<file path="config.mk">
export PLATFORM = sky130hd
export DESIGN_NAME = tdtm_queue
export DESIGN_NICKNAME = d
export VERILOG_FILES = /design/src/rtl/tdtm_queue.sv
export SDC_FILE = /design/constraint.sdc
export NUM_CORES = 1
export LEC_CHECK = 0
export BUFFER_PORTS_ARGS = -buffer_cell sky130_fd_sc_hd__buf_2
export CAP_MARGIN = 20
export CORE_UTILIZATION = 48
export DETAILED_ROUTE_END_ITERATION = 10
export PLACE_DENSITY = 0.74
export RECOVER_POWER = 25
export SKIP_LAST_GASP = 1
export SLEW_MARGIN = 20
export SYNTH_ARGS = -nofsm -noshare
export SYNTH_HDL_FRONTEND = slang
export SYNTH_SLANG_ARGS = --single-unit
</file>
<file path="constraint.sdc">
create_clock -name clk_i -period 1.6 [get_ports clk_i]
set_input_delay 0.32 -clock clk_i [delete_from_list [all_inputs] [get_ports clk_i]]
set_output_delay 0.32 -clock clk_i [all_outputs]
set_load 0.02 [all_outputs]
</file>
<file path="src/rtl/tdtm_queue.sv">
`timescale 1ns / 1ps
`default_nettype none

// two-entry first-in first-out queue
module tdtm_queue #(
  parameter int unsigned WIDTH = 8
) (
  input  wire logic             clk_i,
  input  wire logic             rst_ni,
  input  wire logic             push_i,
  input  wire logic [WIDTH-1:0] data_i,
  output logic                  full_o,
  input  wire logic             pop_i,
  output logic [WIDTH-1:0]      data_o,
  output logic                  empty_o
);

  logic [WIDTH-1:0] entry_q [2];
  logic             wr_ptr_q, wr_ptr_d;
  logic             rd_ptr_q, rd_ptr_d;
  logic [1:0]       cnt_q, cnt_d;
  logic             do_push, do_pop;

  // handshake
  assign full_o  = (cnt_q == 2'd2);
  assign empty_o = (cnt_q == 2'd0);
  assign do_push = push_i && !full_o;
  assign do_pop  = pop_i && !empty_o;
  assign data_o  = entry_q[rd_ptr_q];

  // pointer and fill count update
  always_comb begin
    wr_ptr_d = do_push ? ~wr_ptr_q : wr_ptr_q;
    rd_ptr_d = do_pop ? ~rd_ptr_q : rd_ptr_q;
    cnt_d    = cnt_q;
    if (do_push && !do_pop) begin
      cnt_d = cnt_q + 2'd1;
    end else if (do_pop && !do_push) begin
      cnt_d = cnt_q - 2'd1;
    end
  end

  always_ff @(posedge clk_i or negedge rst_ni) begin
    if (!rst_ni) begin
      wr_ptr_q <= 1'b0;
      rd_ptr_q <= 1'b0;
      cnt_q    <= 2'd0;
    end else begin
      wr_ptr_q <= wr_ptr_d;
      rd_ptr_q <= rd_ptr_d;
      cnt_q    <= cnt_d;
    end
  end

  // entry storage
  always_ff @(posedge clk_i) begin
    if (do_push) begin
      entry_q[wr_ptr_q] <= data_i;
    end
  end

endmodule

`default_nettype wire

</file>
==> run summary <==
The maximum level of the CTS H-tree is 1. The total number of clock tree sinks came out at 20. The library cell used most frequently in the layout, excluding fill and tap cells, is sky130_fd_sc_hd__edfxtp_1. The global route total overflow came out at 0. For this run, the detailed router's first-pass iteration total came to 1. Per report_power, the clock group accounts for 11.5% of the total. The remaining number of nets flagged by the antenna check after routing came out at 0. Setup violations remaining at the end of the flow were counted as 7.

The site row count came out at 14. The total power divided by cell area came out at 1900 nW/um^2. TritonCTS built the clock tree. Summed over all instances, the cell type with the most area after synthesis is sky130_fd_sc_hd__edfxtp_1. The netlist area before placement came out at 782 sq um.

Between clock sinks in the finished design, the worst skew comes to 6.38 ps. For this design the static power due to leakage is 0.471 nW. In the synthesized netlist, the number of instances is 44. The data arrival at the endpoint of the critical path came out at 1300 ps. The worst path in the final design needs a cycle of 1620 ps, including I/O delays and setup. In the layout the commonest cells are 16 x sky130_fd_sc_hd__edfxtp_1, 13 x sky130_fd_sc_hd__buf_2, 10 x sky130_fd_sc_hd__buf_6. The number of buffers inserted during clock tree synthesis is 3.

The count of distinct cell types in the synthesized netlist came out at 15. The total wirelength of the detailed-routed design came out at 1.18 mm. The maximum VDD drop came out at ~1.1 mV. The final hold slack came out at approximately 200 ps. The cell sitting at the root of the clock tree is a sky130_fd_sc_hd__clkbuf_4. Headroom to the max-slew limit came out at 74.9%. After clock tree synthesis, the clock-pin slew on the worst setup and hold paths is 100 ps. The initial antenna violation count came to 0. The x dimension of the die came out at 42.4 um.

The total count of hold-check failures in the final report came to 0. Setup repair after global routing could not meet its margin everywhere. The final routed wire length divided by cell count is about 13 um.

Dividing the detail-routed via count by the number of cells gives 4.99. The checks that failed: setup timing. The internal power consumption is approximately 1.4 mW.

The first global-routing pass estimated approximately 1.9 mm of wire. The height of the chip is 42.4 um. The yosys synthesis warning count is 0. The average size of a mapped cell came out at approximately 18 sq um. The switching power of the nets came out at 0.671 mW.

The longest clock path from root to sink contains 2 buffers. The number of nets in the layout came out at 90. The initial core utilization came out at just over 50%. During placement, the flow inserted port buffers numbering 21. Of the available clock period, the critical path in the final layout requires 101%. The core area came out at between 1500 and 2000 sq um. The sort of element at the start of the critical path is a flop. After detailed routing, the number of remaining DRC violations is 0. The number of global-route vias before repair is 476. The total via count in the routed design is ~460. The final count of pins violating max slew is 0. Of the cells placed in the final design, the portion with a size suffix greater than 1 is 56.6%. The setup slack after layout is -16.6 ps.

The register bit count reported by yosys came out at 20. The switching part of the total came out at 32.9%. For this run, the total global-route usage over all layers was measured as between 15 and 20%. The worst-skew pair later-pin latency is 300 ps. Registers take 583 sq um.

Sorting the synthesized cells by area gives the leading types as sky130_fd_sc_hd__edfxtp_1 61%, sky130_fd_sc_hd__dfrtp_1 13%, sky130_fd_sc_hd__mux2_1 8.6%, sky130_fd_sc_hd__mux2_2 2.9%, sky130_fd_sc_hd__xnor2_1 2.2%. The maximum number of pins on one net before global-route repair came out at 12. The area of combinational cells with multiple inputs came out at between 200 and 250 sq um. The number of max-cap violations came out at 0.

The estimated wirelength of the detail-placed design is 814 um. The number of nets in the synthesized netlist came out at 57. The combinational fraction of design power is 48.9%.

In this run the worst path has a maximum fanout of 5. The run finished, with violations left. The worst setup path is captured at an output pin. The layout has 111 filler cells.

The area share of the largest cell type after synthesis is 61.4%. Prior to clock tree synthesis, the placed netlist has a worst setup slack of 115 ps. For this design the top-level I/O count stands at 22. The die area is 1790 sq um. The worst endpoint required time is 1280 ps. The tightest min-delay check is of the in2reg type. The iteration-0 DRC count of the detailed router came out at 0.

Sequential cells were found to cover 74.2% of the synthesized design area. The setup path with the least slack is of type reg2out. Of the total power, registers draw 39.6%. The slew at the pin closest to its max-slew limit is 376 ps. The top achievable clock speed came out at 0.619 GHz.

The count of antenna diodes in the layout is 0. The congestion estimate from routability-driven global placement came to roughly 0.63. The layout overhead on the synthesized area came out at 37.3%.
[sequential cells by signal (all words and copies together), names as in the netlist]
name and flops:
cnt_q 2, entry_q 16, rd_ptr_q 1, wr_ptr_q 1
[final timing paths]
kind | start | to | slack [ps] | cells after the start
max in group asynchronous | rst_ni | cnt_q[0]$_DFFE_PN0P_ | 1120 | 2
min in group asynchronous | rst_ni | wr_ptr_q$_DFFE_PN0P_ | 340 | 2
setup / recovery | rd_ptr_q$_DFFE_PN0P_ | data_o[4] | -20 | 3
hold reg to reg | cnt_q[1]$_DFFE_PN0P_ | cnt_q[1]$_DFFE_PN0P_ | 530 | 1
setup reg to reg | cnt_q[0]$_DFFE_PN0P_ | cnt_q[1]$_DFFE_PN0P_ | 140 | 7
hold / removal | data_i[5] | entry_q[1][5]$_DFFE_PP_ | 200 | 1
[synthesized netlist by cell type, drive strengths merged]
cell,instances
and3,1
buf,1
dfrtp,4
edfxtp,16
ha,1
inv,2
mux2,8
nand2,1
nand2b,1
nor2,3
o21ai,1
xnor2,3
xor2,2
[worst max-delay path, cell delays in order (launching register included)]
cell,delay (ps)
sky130_fd_sc_hd__dfrtp_2,430
sky130_fd_sc_hd__buf_6,140
sky130_fd_sc_hd__mux2_4,300
sky130_fd_sc_hd__buf_6,130
[power groups by stage]
stage,combinational [mW],clock (mW),sequential [mW]
after floorplan,0.502,0,0.793
after global placement,0.638,0,0.847
after detailed placement,0.645,0,0.854
after CTS,0.674,0.244,0.842
after global routing,1.06,0.264,0.825
final,0.997,0.235,0.809
[timing repair]
item                       4_1_cts  5_1_grt
hold endpoints to repair         4        0
gates resized for setup          1       26
pin swaps                        0        2
buffers inserted                 1        4
setup endpoints to repair        8        9
hold buffers                     1        0
[stage by stage]
| step | utilization (%) | TNS (ps) | area (sq um) | total power [mW] | std cells |
|---|---|---|---|---|---|
| 2_1_floorplan | - | 0 | 782 | 1.29 | 44 |
| 3_3_place_gp | 60.9 | 0 | 917 | 1.49 | 82 |
| 3_5_place_dp | 60.9 | 0 | 917 | 1.50 | 82 |
| 4_1_cts | 63.9 | -263 | 962 | 1.76 | 88 |
| 5_1_grt | 71.3 | -355 | 1070 | 2.15 | 92 |
| 6_report | 71.3 | -77.3 | 1070 | 2.04 | 92 |
[layout make-up]
type,count,share of cell area (%)
flip-flops and latches,20,54.3
repair buffers,29,21.0
multi-input cells,21,19.7
clock buffers,3,2.10
well taps,16,1.86
inverters,2,0.699
clock inverters,1,0.350
[per-layer routing]
metal	up-vias	part of all wire (%)	track usage (%)	wire, um
li1	222	-	-	-
met5	-	0	0	0
met4	0	2.9	9.38	34
met2	12	52	25.8	616
met3	4	3.5	3.88	41
met1	221	42	16.5	491
[kinds of logic (layout without fill, tap and decap cells)]
| group | after synthesis | count (layout) | share of synthesized area [%] |
|---|---|---|---|
| flip-flops | 20 | 20 | 74.2 |
| buffers and inverters | 3 | 35 | 1.60 |
| XOR/XNOR | 5 | 5 | 6.56 |
| adder cells (fa/ha/maj) | 1 | 1 | 1.60 |
| AO/OA/AOI/OAI | 1 | 1 | 0.639 |
| multiplexers | 8 | 8 | 11.5 |
| AND/OR/NAND/NOR | 6 | 6 | 3.84 |
No activity file was read; power rests on OpenSTA's default activity.
