$ cat config.mk
export PLATFORM = sky130hd
export DESIGN_NAME = tdtm_back
export DESIGN_NICKNAME = d
export VERILOG_FILES = /design/src/rtl/tdtm_pkg.sv /design/src/rtl/tdtm_back.sv
export SDC_FILE = /design/constraint.sdc
export NUM_CORES = 2
export LEC_CHECK = 0
export BUFFER_PORTS_ARGS = -buffer_cell sky130_fd_sc_hd__buf_2
export CAP_MARGIN = 10
export CORE_MARGIN = 5
export CORE_UTILIZATION = 50
export CTS_BUF_LIST = sky130_fd_sc_hd__clkbuf_4 sky130_fd_sc_hd__clkbuf_8 sky130_fd_sc_hd__clkbuf_16
export DETAILED_ROUTE_END_ITERATION = 12
export GPL_ROUTABILITY_DRIVEN = 0
export GPL_TIMING_DRIVEN = 0
export HOLD_SLACK_MARGIN = 0.12
export PLACE_DENSITY = 0.76
export REMOVE_ABC_BUFFERS = 1
export SLEW_MARGIN = 5
export SYNTH_ARGS = -nofsm -noshare
export SYNTH_HDL_FRONTEND = slang
export SYNTH_SLANG_ARGS = --single-unit
export TNS_END_PERCENT = 20
$ cat constraint.sdc
create_clock -name clk_i -period 69.8 [get_ports clk_i]
set_input_delay 3.49 -clock clk_i [delete_from_list [all_inputs] [get_ports clk_i]]
set_output_delay 3.49 -clock clk_i [all_outputs]
set_load 0.005 [all_outputs]
$ cat src/rtl/tdtm_pkg.sv
`timescale 1ns / 1ps
`default_nettype none

package tdtm_pkg;

  // fixed field widths of the event and report records
  localparam int unsigned TASK_W  = 3;
  localparam int unsigned STAMP_W = 48;
  localparam int unsigned DLINE_W = 32;
  localparam int unsigned CNT_W   = 32;

  // event kind codes on the op port
  localparam logic [1:0] OP_RELEASE = 2'd0;
  localparam logic [1:0] OP_START   = 2'd1;
  localparam logic [1:0] OP_FINISH  = 2'd2;

  // classified request kind; blank is a slot outside the table
  typedef enum logic [2:0] {
    CMD_RELEASE = 3'd0,
    CMD_START   = 3'd1,
    CMD_FINISH  = 3'd2,
    CMD_REPORT  = 3'd3,
    CMD_BLANK   = 3'd4
  } cmd_kind_e;

  // classified request, front to back
  typedef struct packed {
    cmd_kind_e            kind;
    logic [TASK_W-1:0]    task_id;
    logic [STAMP_W-1:0]   timestamp;
    logic [DLINE_W-1:0]   deadline;
    logic                 hard;
  } cmd_t;

  // statistics report of one slot
  typedef struct packed {
    logic [TASK_W-1:0]  task_out;
    logic [CNT_W-1:0]   release_count;
    logic [CNT_W-1:0]   start_count;
    logic [CNT_W-1:0]   finish_count;
    logic [CNT_W-1:0]   hard_miss_count;
    logic [CNT_W-1:0]   soft_miss_count;
    logic [STAMP_W-1:0] max_latency;
    logic [STAMP_W-1:0] max_exec;
    logic [STAMP_W-1:0] max_response;
    logic               missed_now;
  } res_t;

endpackage

`default_nettype wire

$ cat src/rtl/tdtm_back.sv
`timescale 1ns / 1ps
`default_nettype none

module tdtm_back #(
  parameter int unsigned NUM_TASKS = 8,
  parameter int unsigned TIME_BITS = 48
) (
  input  wire logic           clk_i,
  input  wire logic           rst_ni,
  input  wire logic           cmd_empty_i,
  input  tdtm_pkg::cmd_t      cmd_i,
  output logic                cmd_pop_o,
  input  wire logic           res_full_i,
  output logic                res_push_o,
  output tdtm_pkg::res_t      res_o
);

  localparam int unsigned IDX_W = (NUM_TASKS > 1) ? $clog2(NUM_TASKS) : 1;

  typedef enum logic [1:0] {
    ST_IDLE = 2'b01,
    ST_EXEC = 2'b10
  } state_e;

  // per-slot timing record
  typedef struct packed {
    logic [tdtm_pkg::CNT_W-1:0] releases;
    logic [tdtm_pkg::CNT_W-1:0] starts;
    logic [tdtm_pkg::CNT_W-1:0] finishes;
    logic [tdtm_pkg::CNT_W-1:0] hard_misses;
    logic [tdtm_pkg::CNT_W-1:0] soft_misses;
    logic [TIME_BITS-1:0]       last_release;
    logic [TIME_BITS-1:0]       last_start;
    logic [TIME_BITS-1:0]       worst_latency;
    logic [TIME_BITS-1:0]       worst_exec;
    logic [TIME_BITS-1:0]       worst_response;
  } rec_t;

  // positive difference larger than the worst so far raises it
  function automatic logic [TIME_BITS-1:0] raise_worst(
    input logic [TIME_BITS-1:0] worst,
    input logic [TIME_BITS-1:0] now,
    input logic [TIME_BITS-1:0] then_t
  );
    logic [TIME_BITS-1:0] diff;
    diff = now - then_t;
    if ((now > then_t) && (diff > worst)) begin
      return diff;
    end
    return worst;
  endfunction

  state_e               state_q, state_d;
  tdtm_pkg::cmd_t       cmd_q;
  rec_t                 mem_q [NUM_TASKS];
  rec_t                 rd_q;
  logic                 rd_vld_q;
  logic [NUM_TASKS-1:0] vld_q;
  logic [IDX_W-1:0]     rd_idx, wr_idx;
  rec_t                 cur, nxt;
  logic [TIME_BITS-1:0] t_now, rsp;
  logic                 late, missed, wr_en;

  assign rd_idx     = IDX_W'(cmd_i.task_id);
  assign wr_idx     = IDX_W'(cmd_q.task_id);
  assign cmd_pop_o  = (state_q == ST_IDLE) && !cmd_empty_i && !res_full_i;
  assign res_push_o = (state_q == ST_EXEC);

  // sequencer: fetch the record, then update and report
  always_comb begin
    state_d = state_q;
    case (state_q)
      ST_IDLE: begin
        if (cmd_pop_o) begin
          state_d = ST_EXEC;
        end
      end
      ST_EXEC: state_d = ST_IDLE;
      default: state_d = ST_IDLE;
    endcase
  end

  always_ff @(posedge clk_i or negedge rst_ni) begin
    if (!rst_ni) begin
      state_q <= ST_IDLE;
      vld_q   <= '0;
    end else begin
      state_q <= state_d;
      if (wr_en) begin
        vld_q[wr_idx] <= 1'b1;
      end
    end
  end

  // record memory: registered read on fetch, write on update
  always_ff @(posedge clk_i) begin
    if (cmd_pop_o) begin
      rd_q     <= mem_q[rd_idx];
      rd_vld_q <= vld_q[rd_idx];
      cmd_q    <= cmd_i;
    end
    if (wr_en) begin
      mem_q[wr_idx] <= nxt;
    end
  end

  // never-written slots read as zero
  assign cur   = rd_vld_q ? rd_q : '0;
  assign t_now = TIME_BITS'(cmd_q.timestamp);
  assign rsp   = t_now - cur.last_release;
  assign late  = (t_now > cur.last_release) && (rsp > TIME_BITS'(cmd_q.deadline));

  // record update for the event kind
  always_comb begin
    nxt    = cur;
    missed = 1'b0;
    wr_en  = 1'b0;
    case (cmd_q.kind)
      tdtm_pkg::CMD_RELEASE: begin
        wr_en            = res_push_o;
        nxt.releases     = cur.releases + tdtm_pkg::CNT_W'(1);
        nxt.last_release = t_now;
      end
      tdtm_pkg::CMD_START: begin
        wr_en             = res_push_o;
        nxt.starts        = cur.starts + tdtm_pkg::CNT_W'(1);
        nxt.last_start    = t_now;
        nxt.worst_latency = raise_worst(cur.worst_latency, t_now, cur.last_release);
      end
      tdtm_pkg::CMD_FINISH: begin
        wr_en              = res_push_o;
        nxt.finishes       = cur.finishes + tdtm_pkg::CNT_W'(1);
        nxt.worst_exec     = raise_worst(cur.worst_exec, t_now, cur.last_start);
        nxt.worst_response = raise_worst(cur.worst_response, t_now, cur.last_release);
        missed             = late;
        if (late && cmd_q.hard) begin
          nxt.hard_misses = cur.hard_misses + tdtm_pkg::CNT_W'(1);
        end else if (late) begin
          nxt.soft_misses = cur.soft_misses + tdtm_pkg::CNT_W'(1);
        end
      end
      default: ;
    endcase
  end

  // report; a slot outside the table reports zeros
  always_comb begin
    res_o          = '0;
    res_o.task_out = cmd_q.task_id;
    if (cmd_q.kind != tdtm_pkg::CMD_BLANK) begin
      res_o.release_count   = nxt.releases;
      res_o.start_count     = nxt.starts;
      res_o.finish_count    = nxt.finishes;
      res_o.hard_miss_count = nxt.hard_misses;
      res_o.soft_miss_count = nxt.soft_misses;
      res_o.max_latency     = tdtm_pkg::STAMP_W'(nxt.worst_latency);
      res_o.max_exec        = tdtm_pkg::STAMP_W'(nxt.worst_exec);
      res_o.max_response    = tdtm_pkg::STAMP_W'(nxt.worst_response);
      res_o.missed_now      = missed;
    end
  end

`ifndef SYNTH
  // every fetched request is reported in the next cycle
  a_pop_then_push: assert property (@(posedge clk_i) disable iff (!rst_ni)
    cmd_pop_o |=> res_push_o)
    else $error("request fetched without a report");

  // the report queue always has room when a report is made
  a_push_room: assert property (@(posedge clk_i) disable iff (!rst_ni)
    res_push_o |-> !res_full_i)
    else $error("report pushed into a full queue");

  // a deadline miss is only flagged on a finish
  a_miss_on_finish: assert property (@(posedge clk_i) disable iff (!rst_ni)
    (res_push_o && res_o.missed_now) |-> (cmd_q.kind == tdtm_pkg::CMD_FINISH))
    else $error("miss flagged on a non-finish event");
`endif

endmodule

`default_nettype wire

==> impl_metrics.toml <==
[run_status]
status = "complete, no violations"

[detailed_routing]
wire_per_inst_um = 28.0
drt_iter0_drc = 9383
drc = 0
wl_mm = 382
vias = 83200
drt-vias-per-instance = 6.10
postRouteAntennaNets = 0
first_pass_iters = 7

[grt]
grt_max_degree = 97
grt_overflow = 0
grt_pass1_wl_mm = 566
antenna_found_initial = 18
track_usage_pct = 23.4
grt_pass1_vias = 86200

[final_layout]
final_cell_area_sq_um = 180000
nets = 9554
fillers = 22200
syn_to_final_growth_pct = 16.2
drive_gt1_share_pct = 28.8

[cts]
cts_tree = "yes"
cts.clk_slew.worst_paths_ns = 0.06
cts_buffers = 378
cts.root.buffer_cell = "clkbuf_16"
cts_setup_buffers = 0
cts_sinks = 3698
cts_resized = 0
clk-insertion-delay-late_ns = 0.94
holdBufCountCts = 0
h-tree-depth = 5
clk_path_buf_depth = 4

[placed_design]
place_area_sq_um = 167000
hpwl_mm = 254
io_buffers = 400

[die]
core_area_sq_um = 308000
die_height_um = 566
rows = 204
die_area_sq_um = 320000
die_w_um = 566
io_pins = 401
initial_utilization_pct = 50.1

[synthesis]
async_reset_ff_share_pct = 0.270
syn_area_sq_um = 155000
syn_inst = 8382
ys_seq_area_share_pct = 71.8
syn_avg_cell_area_sq_um = 18.4
synth_cell_type_count = 89
synth_top_flop_cell = "edfxtp_1"
synth_edf_count = 3688
ys_seq_elements = 3698
synth-warning-count = 0

[timing]
hold_slack_ns = 0.466
min_period_ns = 15.11
maxSlewHeadroom_pct = 15.5
fin_setup_tns_ns = 0
hold_viol = 0
fin_worst_skew_ns = 0.0624
worst_slew_pin_slew_ns = 1.26
setup_viol = 0
rsz0062_at_grt = "false"
fin_crit_sh_pct = 21.6
max_freq_mhz = 66.2
drv_slew = 0

[power]
irDropWorstVdd_mv = 0.0227
p_leak_nw = 60.7
power_density_nw_per_um2 = 27.0

[critical_path]
cp-end-kind = "output pin"
r2r_slack_ns = 58.99
required_ns = 66.31
rr_startpoint = "rd_vld_q"
cpMostUsedCell = "buf_16"
start_kind = "register"
cp_slowest_cell = "mux2i_1"
path_buf_inv = 8
rr_worst_depth = 28
cpLargestDelayFamily = "compound AO/OA/AOI/OAI gates"
crit_type = "reg -> out"
crit_arrival_ns = 11.62
r2r-end = "mem_q[3][89]"
critPathMaxFanout = 37
slowest_delay_ns = 0.87

[hold_path]
holdCritPathClass = "reg -> reg"
worstHoldStart = "vld_q[5]"
whs_endpoint = "vld_q[5]"
hold-path-cell-count = 1

[job]
maxCapViolCount = 0
==> sequential cells by signal, indices dropped and copies added (netlist names) <==
signal	cells
t_now	48
state_q	2
vld_q	8
wr_idx	3
cmd_q	36
rd_vld_q	1
mem_q	3200
rd_q	400
==> synth_stat cells, types with 118 or more instances <==
library cell / number / area share (%)
a21oi_1: 183 / 0.59
xnor2_1: 137 / 0.78
clkbuf_1: 263 / 0.64
buf_1: 118 / 0.29
edfxtp_1: 3688 / 72
inv_1: 134 / 0.33
nor2_1: 186 / 0.45
and2_1: 217 / 0.88
nand2_1: 644 / 1.6
mux2_2: 417 / 3.0
ha_1: 272 / 2.2
o21ai_0: 253 / 0.82
mux4_2: 802 / 12
==> worst max path at each step <==
| stage | slack [ns] | start | depth (start not counted) | end |
|---|---|---|---|---|
| after global routing | 54.34 | rd_vld_q | 30 | res_o[56] |
| after detailed placement | 55.68 | rd_vld_q | 31 | res_o[57] |
| after floorplan | 12.33 | res_full_i | 1 | cmd_pop_o |
| after CTS | 54.66 | rd_vld_q | 31 | res_o[57] |
| final | 54.69 | rd_vld_q | 30 | res_o[56] |
| after global placement | -41.57 | cmd_empty_i | 3 | cmd_pop_o |
==> stage by stage <==
stage / setup slack [ns] / util (%) / cells / power, mW
after global placement: -41.57 / 51.9 / 12500 / 3.00
after global routing: 54.34 / 58.3 / 13600 / 5.01
after detailed placement: 55.68 / 54.2 / 12900 / 2.86
final: 54.69 / 58.3 / 13600 / 4.85
after CTS: 54.66 / 58.3 / 13600 / 4.88
after floorplan: 12.33 / - / 7966 / 2.74
==> area by class of cell <==
type | instances | area [sq um] | area share (%)
clock buffer | 446 | 10100 | 5.61
multi-input combinational | 4132 | 41600 | 23.2
inverter | 136 | 510 | 0.284
clock inverter | 244 | 2500 | 1.39
sequential | 3698 | 111000 | 61.8
timing repair buffer | 843 | 8820 | 4.91
tap | 4120 | 5150 | 2.87
antenna | 9 | 22.5 | 0.0125
==> cells by family (layout without fill, tap and decap cells) <==
group                    after synthesis  count (layout)  share of synthesized area, %
flip-flops                          3698            3698                          71.8
AO/OA/AOI/OAI                        765             765                          3.11
other                                  0               9                             0
AND/OR/NAND/NOR                     1556            1556                          4.87
adder cells (fa/ha/maj)              277             277                          2.25
buffers and inverters                552            1669                          1.40
multiplexers                        1307            1307                          15.3
XOR/XNOR                             227             227                          1.30
==> where the power goes <==
part           switching (mW)  total (mW)  internal [mW]
logic                   0.201       0.337          0.135
registers              0.0115        2.48           2.46
clock network           0.850        2.04           1.19
==> cells in the final DEF, fill, tap and decap left out, types with 87 or more instances in the layout <==
master	instances
and2_1	216
clkbuf_16	384
xor2_1	88
o21ai_0	253
buf_2	397
nand4_1	117
ha_1	272
buf_6	92
a21oi_1	183
mux2i_1	87
buf_4	145
nand2_1	642
mux2_2	417
nor2_1	180
inv_1	134
mux4_2	802
edfxtp_1	3688
nand3_1	112
buf_12	119
xnor2_1	137
clkinv_1	92
==> metal layers <==
metal | up-vias | wire length (um) | track usage [%]
met5 | - | 0 | 0
li1 | 35300 | - | -
met4 | 0 | 16800 | 9.57
met1 | 43400 | 153000 | 32.5
met3 | 670 | 28000 | 3.61
met2 | 3783 | 184000 | 37.5
No activity file was read; power rests on OpenSTA's default activity.
