[src/rtl/tdtm_pkg.sv]
`timescale 1ns / 1ps
`default_nettype none

package tdtm_pkg;

  // fixed field widths of the event and report records
  localparam int unsigned TASK_W  = 3;
  localparam int unsigned STAMP_W = 48;
  localparam int unsigned DLINE_W = 32;
  localparam int unsigned CNT_W   = 32;

  // event kind codes on the op port
  localparam logic [1:0] OP_RELEASE = 2'd0;
  localparam logic [1:0] OP_START   = 2'd1;
  localparam logic [1:0] OP_FINISH  = 2'd2;

  // classified request kind; blank is a slot outside the table
  typedef enum logic [2:0] {
    CMD_RELEASE = 3'd0,
    CMD_START   = 3'd1,
    CMD_FINISH  = 3'd2,
    CMD_REPORT  = 3'd3,
    CMD_BLANK   = 3'd4
  } cmd_kind_e;

  // classified request, front to back
  typedef struct packed {
    cmd_kind_e            kind;
    logic [TASK_W-1:0]    task_id;
    logic [STAMP_W-1:0]   timestamp;
    logic [DLINE_W-1:0]   deadline;
    logic                 hard;
  } cmd_t;

  // statistics report of one slot
  typedef struct packed {
    logic [TASK_W-1:0]  task_out;
    logic [CNT_W-1:0]   release_count;
    logic [CNT_W-1:0]   start_count;
    logic [CNT_W-1:0]   finish_count;
    logic [CNT_W-1:0]   hard_miss_count;
    logic [CNT_W-1:0]   soft_miss_count;
    logic [STAMP_W-1:0] max_latency;
    logic [STAMP_W-1:0] max_exec;
    logic [STAMP_W-1:0] max_response;
    logic               missed_now;
  } res_t;

endpackage

`default_nettype wire

[src/rtl/tdtm_queue.sv]
`timescale 1ns / 1ps
`default_nettype none

// two-entry first-in first-out queue
module tdtm_queue #(
  parameter int unsigned WIDTH = 8
) (
  input  wire logic             clk_i,
  input  wire logic             rst_ni,
  input  wire logic             push_i,
  input  wire logic [WIDTH-1:0] data_i,
  output logic                  full_o,
  input  wire logic             pop_i,
  output logic [WIDTH-1:0]      data_o,
  output logic                  empty_o
);

  logic [WIDTH-1:0] entry_q [2];
  logic             wr_ptr_q, wr_ptr_d;
  logic             rd_ptr_q, rd_ptr_d;
  logic [1:0]       cnt_q, cnt_d;
  logic             do_push, do_pop;

  // handshake
  assign full_o  = (cnt_q == 2'd2);
  assign empty_o = (cnt_q == 2'd0);
  assign do_push = push_i && !full_o;
  assign do_pop  = pop_i && !empty_o;
  assign data_o  = entry_q[rd_ptr_q];

  // pointer and fill count update
  always_comb begin
    wr_ptr_d = do_push ? ~wr_ptr_q : wr_ptr_q;
    rd_ptr_d = do_pop ? ~rd_ptr_q : rd_ptr_q;
    cnt_d    = cnt_q;
    if (do_push && !do_pop) begin
      cnt_d = cnt_q + 2'd1;
    end else if (do_pop && !do_push) begin
      cnt_d = cnt_q - 2'd1;
    end
  end

  always_ff @(posedge clk_i or negedge rst_ni) begin
    if (!rst_ni) begin
      wr_ptr_q <= 1'b0;
      rd_ptr_q <= 1'b0;
      cnt_q    <= 2'd0;
    end else begin
      wr_ptr_q <= wr_ptr_d;
      rd_ptr_q <= rd_ptr_d;
      cnt_q    <= cnt_d;
    end
  end

  // entry storage
  always_ff @(posedge clk_i) begin
    if (do_push) begin
      entry_q[wr_ptr_q] <= data_i;
    end
  end

endmodule

`default_nettype wire

[src/rtl/tdtm_front.sv]
`timescale 1ns / 1ps
`default_nettype none

module tdtm_front #(
  parameter int unsigned NUM_TASKS = 8
) (
  input  wire logic                          clk_i,
  input  wire logic                          rst_ni,
  input  wire logic                          push_i,
  output logic                               full_o,
  input  wire logic [1:0]                    op_i,
  input  wire logic [tdtm_pkg::TASK_W-1:0]   task_id_i,
  input  wire logic [tdtm_pkg::STAMP_W-1:0]  timestamp_i,
  input  wire logic [tdtm_pkg::DLINE_W-1:0]  deadline_i,
  input  wire logic                          hard_i,
  input  wire logic                          cmd_pop_i,
  output logic                               cmd_empty_o,
  output tdtm_pkg::cmd_t                     cmd_o
);

  tdtm_pkg::cmd_t cmd_in;
  logic [$bits(tdtm_pkg::cmd_t)-1:0] cmd_raw;

  // classify the event: slot range first, then event kind
  always_comb begin
    cmd_in.task_id   = task_id_i;
    cmd_in.timestamp = timestamp_i;
    cmd_in.deadline  = deadline_i;
    cmd_in.hard      = hard_i;
    if (32'(task_id_i) >= 32'(NUM_TASKS)) begin
      cmd_in.kind = tdtm_pkg::CMD_BLANK;
    end else begin
      case (op_i)
        tdtm_pkg::OP_RELEASE: cmd_in.kind = tdtm_pkg::CMD_RELEASE;
        tdtm_pkg::OP_START:   cmd_in.kind = tdtm_pkg::CMD_START;
        tdtm_pkg::OP_FINISH:  cmd_in.kind = tdtm_pkg::CMD_FINISH;
        default:              cmd_in.kind = tdtm_pkg::CMD_REPORT;
      endcase
    end
  end

  // request queue toward the back part
  tdtm_queue #(
    .WIDTH($bits(tdtm_pkg::cmd_t))
  ) u_cmd_queue (
    .clk_i   (clk_i),
    .rst_ni  (rst_ni),
    .push_i  (push_i),
    .data_i  (cmd_in),
    .full_o  (full_o),
    .pop_i   (cmd_pop_i),
    .data_o  (cmd_raw),
    .empty_o (cmd_empty_o)
  );

  assign cmd_o = tdtm_pkg::cmd_t'(cmd_raw);

endmodule

`default_nettype wire

[config.mk]
export PLATFORM = sky130hd
export DESIGN_NAME = tdtm_front
export DESIGN_NICKNAME = d
export VERILOG_FILES = /design/src/rtl/tdtm_pkg.sv /design/src/rtl/tdtm_queue.sv /design/src/rtl/tdtm_front.sv
export SDC_FILE = /design/constraint.sdc
export NUM_CORES = 1
export LEC_CHECK = 0
export BUFFER_PORTS_ARGS = -buffer_cell sky130_fd_sc_hd__buf_2
export CAP_MARGIN = 20
export CORE_ASPECT_RATIO = 1.4
export CORE_UTILIZATION = 35
export DETAILED_ROUTE_END_ITERATION = 10
export PLACE_DENSITY = 0.55
export SLEW_MARGIN = 30
export SYNTH_ARGS = -nofsm -noshare
export SYNTH_HDL_FRONTEND = slang
export SYNTH_HIERARCHICAL = 1
export SYNTH_SLANG_ARGS = --single-unit
[constraint.sdc]
create_clock -name clk_i -period 5.6 [get_ports clk_i]
set_input_delay 0.56 -clock clk_i [delete_from_list [all_inputs] [get_ports clk_i]]
set_output_delay 0.56 -clock clk_i [all_outputs]
set_load 0.1 [all_outputs]
==> impl_metrics.yaml, run 1 <==
drt:
  drtIter0Drc: 178
  drc_errors: 0
  wire_per_inst_um: 16.1
  ant_nets: 0
  via_per_inst: 4.46
  vias: 3285
  wl_um: 11900
  dr.pass1.iters: 4
setup_path:
  worst_path_largest_cell_delay_ns: 1.00
  cp_cell_sequence: "buf_4 > mux2_2 > buf_2"
  worst_path_max_delay_cell: "dfrtp_4"
  required_ns: 5.04
  crit_type: "flop to output port"
  cp.arrival_ns: 2.68
  startpoint_type: "flop"
  r2r_cells: 3
  crit_fanout: 55
  crit_path_end_kind: "output port"
  cp-startpoint: "u_cmd_queue/rd_ptr_q"
  rr_startpoint: "u_cmd_queue/cnt_q[0]"
timing:
  fin_crit_sh_pct: 57.9
  rsz0062_at_grt: "no"
  worstMarginPinSlew_ns: 0.876
  worst_slack_ns: 2.36
  setup_viol: 0
  fin_skew_ns: 0.0138
  whs_ns: 0.323
  slew_headroom_pct: 41.6
  hold_viol_final: 0
  setup_tns_ns: 0
  period_minus_slack_ns: 3.24
  maxSlewViolCount: 0
  fmax_mhz: 308
global_routing:
  antenna_found_initial: 0
  grt_util_all_layers_pct: 12.9
  grt_pass1_wl_um: 18300
  grt_pass1_vias: 3616
  grt_max_degree: 56
  overflow: 0
yosys:
  ys_top_cells_by_area: "edfxtp_1 (80%), mux2_2 (11%), mux2_4 (4.6%), dfrtp_1 (1.5%), buf_6 (0.69%)"
  netlist_area_sq_mm: 0.00656
  syn_inst: 293
  seq_area_frac_synth_pct: 81.1
  yosys_register_bits: 178
  synth_top_area_share_pct: 79.6
  ys.warnings.count: 6
  synth_top_area_cell: "edfxtp_1"
  synth-async-reset-ratio_pct: 2.25
  ys.flop_type: "edfxtp_1"
  synth.distinct_cells: 17
  synth_common_cells: "edfxtp_1 (174), mux2_2 (67), mux2_4 (20)"
  yosys.cell_count.top_type: "edfxtp_1"
  synth_edf_count: 174
  syn_avg_cell_area_sq_um: 22.4
final_layout:
  utilization_pct: 46.2
  area_growth_pct: 27.7
  multi_input_area_sq_mm: 0.00116
  regArea_sq_mm: 0.00533
  diodes: 0
  layout-drive-gt1-share_pct: 61.0
  fillers: 1588
  nNetsFinal: 575
floorplan:
  die_area_sq_mm: 0.0193
  die_h_um: 164
  dieWidth_um: 118
  ios: 179
  row_count: 58
  start_util_pct: 36.2
  coreArea_sq_mm: 0.0181
placement:
  preCtsSetupSlack_ns: 2.73
  place.gp.congestion: 0.675
  post-dp-hpwl_um: 7880
  numPortBuffers: 178
cts:
  cts_tree: "yes"
  cts-htree-levels: 4
  path_clk_slew_ns: 0.07
  root_buffer: "clkbuf_16"
  cts.sinks: 178
  cts_buffer_depth: 2
  cts_setup_buffers: 0
  insertion_delay_ns: 0.42
  tritoncts.num_buffers: 17
min_path:
  hold_path_class: "primary input to flop"
  hold_depth: 1
  min_from: "timestamp_i[38]"
run_status:
  outcome: "finished clean"
job:
  maxCapViolations: 0
cells in the final DEF, fill, tap and decap left out, drive strengths merged:
cell type | netlist | layout
xor2 | 2 | 2
mux2 | 87 | 87
bufinv | 0 | 5
o21ai | 1 | 1
edfxtp | 174 | 174
clkinv | 0 | 5
buf | 10 | 182
inv | 2 | 6
nand2 | 1 | 1
clkinvlp | 0 | 1
nor2 | 3 | 3
dlygate4sd3 | 0 | 1
dfrtp | 4 | 4
xnor2 | 3 | 3
nand2b | 1 | 1
ha | 1 | 1
clkbuf | 2 | 17
and3 | 1 | 1
conb | 1 | 2
path summary, 6_finish.rpt:
kind,end,slack (ns)
setup / recovery,cmd_o[12],2.36
hold / removal,u_cmd_queue/entry_q[0][71],0.32
setup reg to reg,u_cmd_queue/entry_q[1][46],3.32
hold reg to reg,u_cmd_queue/cnt_q[1],0.53
max in group asynchronous,u_cmd_queue/rd_ptr_q,4.98
min in group asynchronous,u_cmd_queue/cnt_q[0],0.48
flip-flops by register name, indices dropped and copies added, names as in the netlist:
signal,cells
u_cmd_queue/rd_ptr_q,1
u_cmd_queue/cnt_q,2
u_cmd_queue/entry_q,174
u_cmd_queue/wr_ptr_q,1
routing by layer:
| metal | up-vias | track usage, % | wire (um) |
|---|---|---|---|
| met2 | 113 | 23.9 | 6750 |
| met5 | - | 0 | 0 |
| met4 | 0 | 5.42 | 143 |
| met3 | 9 | 5.28 | 836 |
| li1 | 1530 | - | - |
| met1 | 1633 | 12.5 | 4160 |
through the flow:
step                      area (sq um)  cells
after floorplan                   6570    294
after global placement            7720    704
after detailed placement          7720    704
after CTS                         8380    737
after global routing              8380    737
final                             8380    737
critical path, delay by kind of cell (launching register included):
family | cells | cell delay, ns
flops | 1 | 1.00
mux | 1 | 0.40
buf+inv | 2 | 0.82
timing repair:
item	4_1_cts	5_1_grt
gates resized for setup	0	0
hold buffers	1	0
endpoints found under the hold margin	4	0
layout make-up:
cell class              count  share of cell area [%]
clock inverters            15                    2.70
inverters                   2                  0.0896
well taps                 240                    3.58
flip-flops and latches    178                    63.6
clock buffers              17                    5.07
multi-input cells         102                    13.9
repair buffers            183                    11.1
kinds of logic after synthesis:
family	count (synthesis)	synth area share (%)
DFF	178	81.1
muxes	87	16.1
buffers and inverters	14	1.37
and+or+nand+nor	6	0.420
xor gates and xnor gates	5	0.667
adders and majority gates	1	0.191
other	1	0.0571
AOI/OAI and AO/OA	1	0.0762
Power of run 1 is not shown: default switching activity piles up to over one toggle a cycle in this logic, so the estimate is an artifact.
==> run 2: changes to the inputs <==
==> constraint.sdc (replaced) <==
create_clock -name clk_i -period 3 [get_ports clk_i]
set_input_delay 0.3 -clock clk_i [delete_from_list [all_inputs] [get_ports clk_i]]
set_output_delay 0.3 -clock clk_i [all_outputs]
set_load 0.1 [all_outputs]
==> impl_metrics.yaml, run 2 (synthesis results as in run 1) <==
placement:
  place_area_sq_mm: 0.00780
  dp.cells: 709
  place.gp.congestion: 0.679
  numPortBuffers: 178
  post-dp-hpwl_um: 7850
floorplan:
  start_util_pct: 36.2
  row_count: 58
  die_area_sq_mm: 0.0193
  dieWidth_um: 118
  ios: 179
  die_h_um: 164
  coreArea_sq_mm: 0.0181
cts:
  cts.sinks: 178
  cts_setup_buffers: 0
  postCtsHoldBufs: 1
  insertion_delay_ns: 0.42
  root_buffer: "clkbuf_16"
  cts_tree: "yes"
  cts_buffer_depth: 2
  tritoncts.num_buffers: 17
  cts-htree-levels: 4
  path_clk_slew_ns: 0.07
  cts_resized: 0
global_routing:
  grt_util_all_layers_pct: 12.7
  grt_max_degree: 71
  antenna_found_initial: 0
  overflow: 0
  grt_pass1_wl_um: 18200
  grt_pass1_vias: 3551
final_layout:
  reg.largest.list: "u_cmd_queue/entry_q x174, u_cmd_queue/cnt_q x2"
  layout_commonest_cell: "buf_2"
  layout-drive-gt1-share_pct: 61.2
  stdcell_area_sq_mm: 0.00841
  diodes: 0
  layout_common_cells: "buf_2 (178), edfxtp_1 (174), mux2_2 (67), mux2_4 (20), clkbuf_16 (17)"
  regMostFlops: "u_cmd_queue/entry_q"
  utilization_pct: 46.4
  fillers: 1634
  largest_reg_flops: 174
  nNetsFinal: 580
  area_growth_pct: 28.2
  fin_cells: 742
drt:
  wl_met1_um: 4440
  highest-signal-layer: "met4"
  via_per_inst: 4.42
  wl_um: 11900
  drc_errors: 0
  wl_met3_um: 740
  wl_met2_um: 6490
  ant_nets: 0
  vias: 3279
  wire_per_inst_um: 16.0
  dr.pass1.iters: 4
  drtIter0Drc: 154
timing:
  fin_skew_ns: 0.00540
  maxSlewViolCount: 0
  worstMarginPinSlew_ns: 0.585
  period_minus_slack_ns: 2.48
  fmax_mhz: 403
  fin_crit_sh_pct: 82.8
  setup_viol: 0
  slew_headroom_pct: 61.0
  rsz0062_at_grt: "no"
  hold_viol_final: 0
  setup_tns_ns: 0
setup_path:
  crit_type: "flop to output port"
  required_ns: 2.70
  crit_fanout: 36
  worst_path_largest_cell_delay_ns: 0.78
  r2r_cells: 3
  timing.rr.end: "u_cmd_queue/entry_q[1][33]"
  rr_startpoint: "u_cmd_queue/cnt_q[0]"
  worst_path_max_delay_cell: "dfrtp_4"
  cp_cell_sequence: "buf_4 > mux2_2 > buf_2"
  r2r_setup_slack_ns: 1.12
  crit_path_end_kind: "output port"
  cp.arrival_ns: 2.18
  critPathTopFamily: "flip-flops"
  path_buf_inv: 2
  startpoint_type: "flop"
job:
  maxCapViolations: 0
min_path:
  min_from: "deadline_i[9]"
  hold_end: "u_cmd_queue/entry_q[0][10]"
  hold_depth: 1
  hold_path_class: "primary input to flop"
run_status:
  outcome: "finished clean"
[run 2: cell types whose count changed in the layout (fill, tap and decap cells not counted)]
cell	previous run	this run
buf_12	0	3
buf_4	4	6
clkinv_1	1	2
bufinv_16	5	3
clkinv_4	2	3
[run 2: routing by layer]
layer,track usage (%),vias to the layer above
met5,0,-
met2,22.8,111
met4,6.47,0
li1,-,1542
met3,4.58,13
met1,13.1,1613
[run 2: worst max-delay path by stage]
stage | slack (ns) | cells past startpoint | to | startpoint
final | 0.52 | 3 | cmd_o[15] | u_cmd_queue/rd_ptr_q
after global routing | 0.41 | 3 | cmd_o[15] | u_cmd_queue/rd_ptr_q
after CTS | 0.46 | 3 | cmd_o[15] | u_cmd_queue/rd_ptr_q
after detailed placement | 0.93 | 3 | cmd_o[15] | u_cmd_queue/rd_ptr_q
after global placement | 0.95 | 3 | cmd_o[33] | u_cmd_queue/rd_ptr_q
after floorplan | 0.62 | 3 | u_cmd_queue/entry_q[0][0] | u_cmd_queue/cnt_q[0]
[run 2: layout make-up]
class                      instances  area, sq um  share of cell area (%)
clock buffer                      17          425                    5.06
multi-input combinational        102         1160                    13.8
clock inverter                    15          179                    2.13
tap                              240          300                    3.57
timing repair buffer             188         1010                    12.0
inverter                           2         7.51                  0.0893
sequential                       178         5330                    63.4
[run 2: metrics by stage]
stage | hold slack, ns | worst slack (ns)
detailed placement | 0.111 | 0.931
floorplan | 0.00441 | 0.620
global route | 0.0365 | 0.413
finish | 0.0607 | 0.516
global placement | 0.112 | 0.954
CTS | 0.0371 | 0.463
Power of run 2 is left out for the same reason.
==> run 3: changes to the inputs <==
--- a/config.mk
+++ b/config.mk
@@ -10,7 +10,7 @@
 export CORE_ASPECT_RATIO = 1.4
 export CORE_UTILIZATION = 35
 export DETAILED_ROUTE_END_ITERATION = 10
-export PLACE_DENSITY = 0.55
+export PLACE_DENSITY = 0.57
 export SLEW_MARGIN = 30
 export SYNTH_ARGS = -nofsm -noshare
 export SYNTH_HDL_FRONTEND = slang
==> constraint.sdc (replaced) <==
create_clock -name clk_i -period 2.1 [get_ports clk_i]
set_input_delay 0.21 -clock clk_i [delete_from_list [all_inputs] [get_ports clk_i]]
set_output_delay 0.21 -clock clk_i [all_outputs]
set_load 0.1 [all_outputs]
==> impl_metrics.yaml, run 3 (synthesis results as in run 1) <==
run_status:
  outcome: "finished clean"
cts:
  cts-htree-levels: 4
  cts_setup_buffers: 0
  cts_buffer_depth: 2
  tritoncts.num_buffers: 17
  root_buffer: "clkbuf_16"
  path_clk_slew_ns: 0.06
  insertion_delay_ns: 0.41
  cts.sinks: 178
  cts_tree: "yes"
global_routing:
  overflow: 0
  grt_max_degree: 50
  grt_pass1_wl_um: 19500
  grt_util_all_layers_pct: 13.5
  antenna_found_initial: 0
  grt_pass1_vias: 3917
drt:
  vias: 3596
  wl_met1_um: 4640
  wl_met3_um: 683
  dr.pass1.iters: 4
  wl_met2_um: 7230
  ant_nets: 0
  wire_per_inst_um: 15.4
  via_per_inst: 4.34
  drc_errors: 0
  highest-signal-layer: "met4"
  drtIter0Drc: 145
  wl_um: 12800
final_layout:
  diodes: 0
  layout_commonest_cell: "buf_2"
  reg.largest.list: "u_cmd_queue/entry_q x174, u_cmd_queue/cnt_q x2"
  area_growth_pct: 42.9
  stdcell_area_sq_mm: 0.00938
  multi_input_area_sq_mm: 0.00118
  nNetsFinal: 666
  fin_cells: 828
  regMostFlops: "u_cmd_queue/entry_q"
  largest_reg_flops: 174
  layout_common_cells: "buf_2 (176), edfxtp_1 (174), dlygate4sd3_1 (87), mux2_2 (67), mux2_4 (20)"
  fillers: 1548
  utilization_pct: 51.7
  layout-drive-gt1-share_pct: 52.7
  regArea_sq_mm: 0.00533
min_path:
  hold_path_class: "primary input to flop"
  hold_depth: 3
timing:
  slew_headroom_pct: 66.1
  hold_viol_final: 0
  fmax_mhz: 492
  worstMarginPinSlew_ns: 0.512
  setup_viol: 0
  maxSlewViolCount: 0
  rsz0062_at_grt: "no"
  fin_crit_sh_pct: 96.7
  period_minus_slack_ns: 2.03
  fin_skew_ns: 0.00651
setup_path:
  required_ns: 1.89
  crit_path_end_kind: "output port"
  cp.arrival_ns: 1.82
  r2r_cells: 3
  crit_type: "flop to output port"
  crit_fanout: 35
  startpoint_type: "flop"
placement:
  dp.cells: 709
  place_area_sq_mm: 0.00789
  numPortBuffers: 178
  place.gp.congestion: 0.704
  post-dp-hpwl_um: 8070
floorplan:
  row_count: 58
  ios: 179
  die_area_sq_mm: 0.0193
  die_h_um: 164
  coreArea_sq_mm: 0.0181
  start_util_pct: 36.2
  dieWidth_um: 118
job:
  maxCapViolations: 0
run 3: layout make-up:
type	count	share of cell area (%)
clock inverter	15	1.91
clock buffer	17	4.54
timing repair buffer	274	20.9
sequential	178	56.8
tap	240	3.20
multi-input combinational	102	12.6
inverter	2	0.0800
run 3: layer usage:
layer  vias up  GRT usage, %
met5         -             0
met4         0          5.54
met3        11          4.27
met2       107          25.7
met1      1764          13.4
li1       1714             -
run 3: repair_timing:
item / 4_1_cts / 5_1_grt
gates resized for setup: 3 / 0
hold buffers: 86 / 1
setup endpoints to repair: 35 / 0
hold endpoints to repair: 174 / 1
run 3: per-stage QoR:
| stage | hold slack, ns | worst slack (ns) | setup TNS (ns) |
|---|---|---|---|
| final | 0.107 | 0.0688 | 0 |
| after CTS | 0.00399 | 0.0276 | 0 |
| after floorplan | -0.0856 | -0.231 | -22.34 |
| after detailed placement | 0.0245 | 0.263 | 0 |
| after global routing | 0.0947 | 0.00984 | 0 |
| after global placement | 0.0273 | 0.294 | 0 |
run 3: worst paths after layout:
check / start / endpoint / slack [ns]
min reg2reg: u_cmd_queue/cnt_q[0] / u_cmd_queue/cnt_q[0] / 0.56
min in group asynchronous: rst_ni / u_cmd_queue/cnt_q[1] / 0.14
max reg2reg: u_cmd_queue/cnt_q[0] / u_cmd_queue/entry_q[1][83] / 0.48
max in group asynchronous: rst_ni / u_cmd_queue/rd_ptr_q / 1.82
min: push_i / u_cmd_queue/wr_ptr_q / 0.11
max: u_cmd_queue/rd_ptr_q / cmd_o[11] / 0.07
run 3: worst max-delay path: stages, from the launching register on:
cell	delay, ns
dfrtp_4	0.52
buf_12	0.20
mux2_2	0.26
buf_2	0.42
Power of run 3 is left out for the same reason.
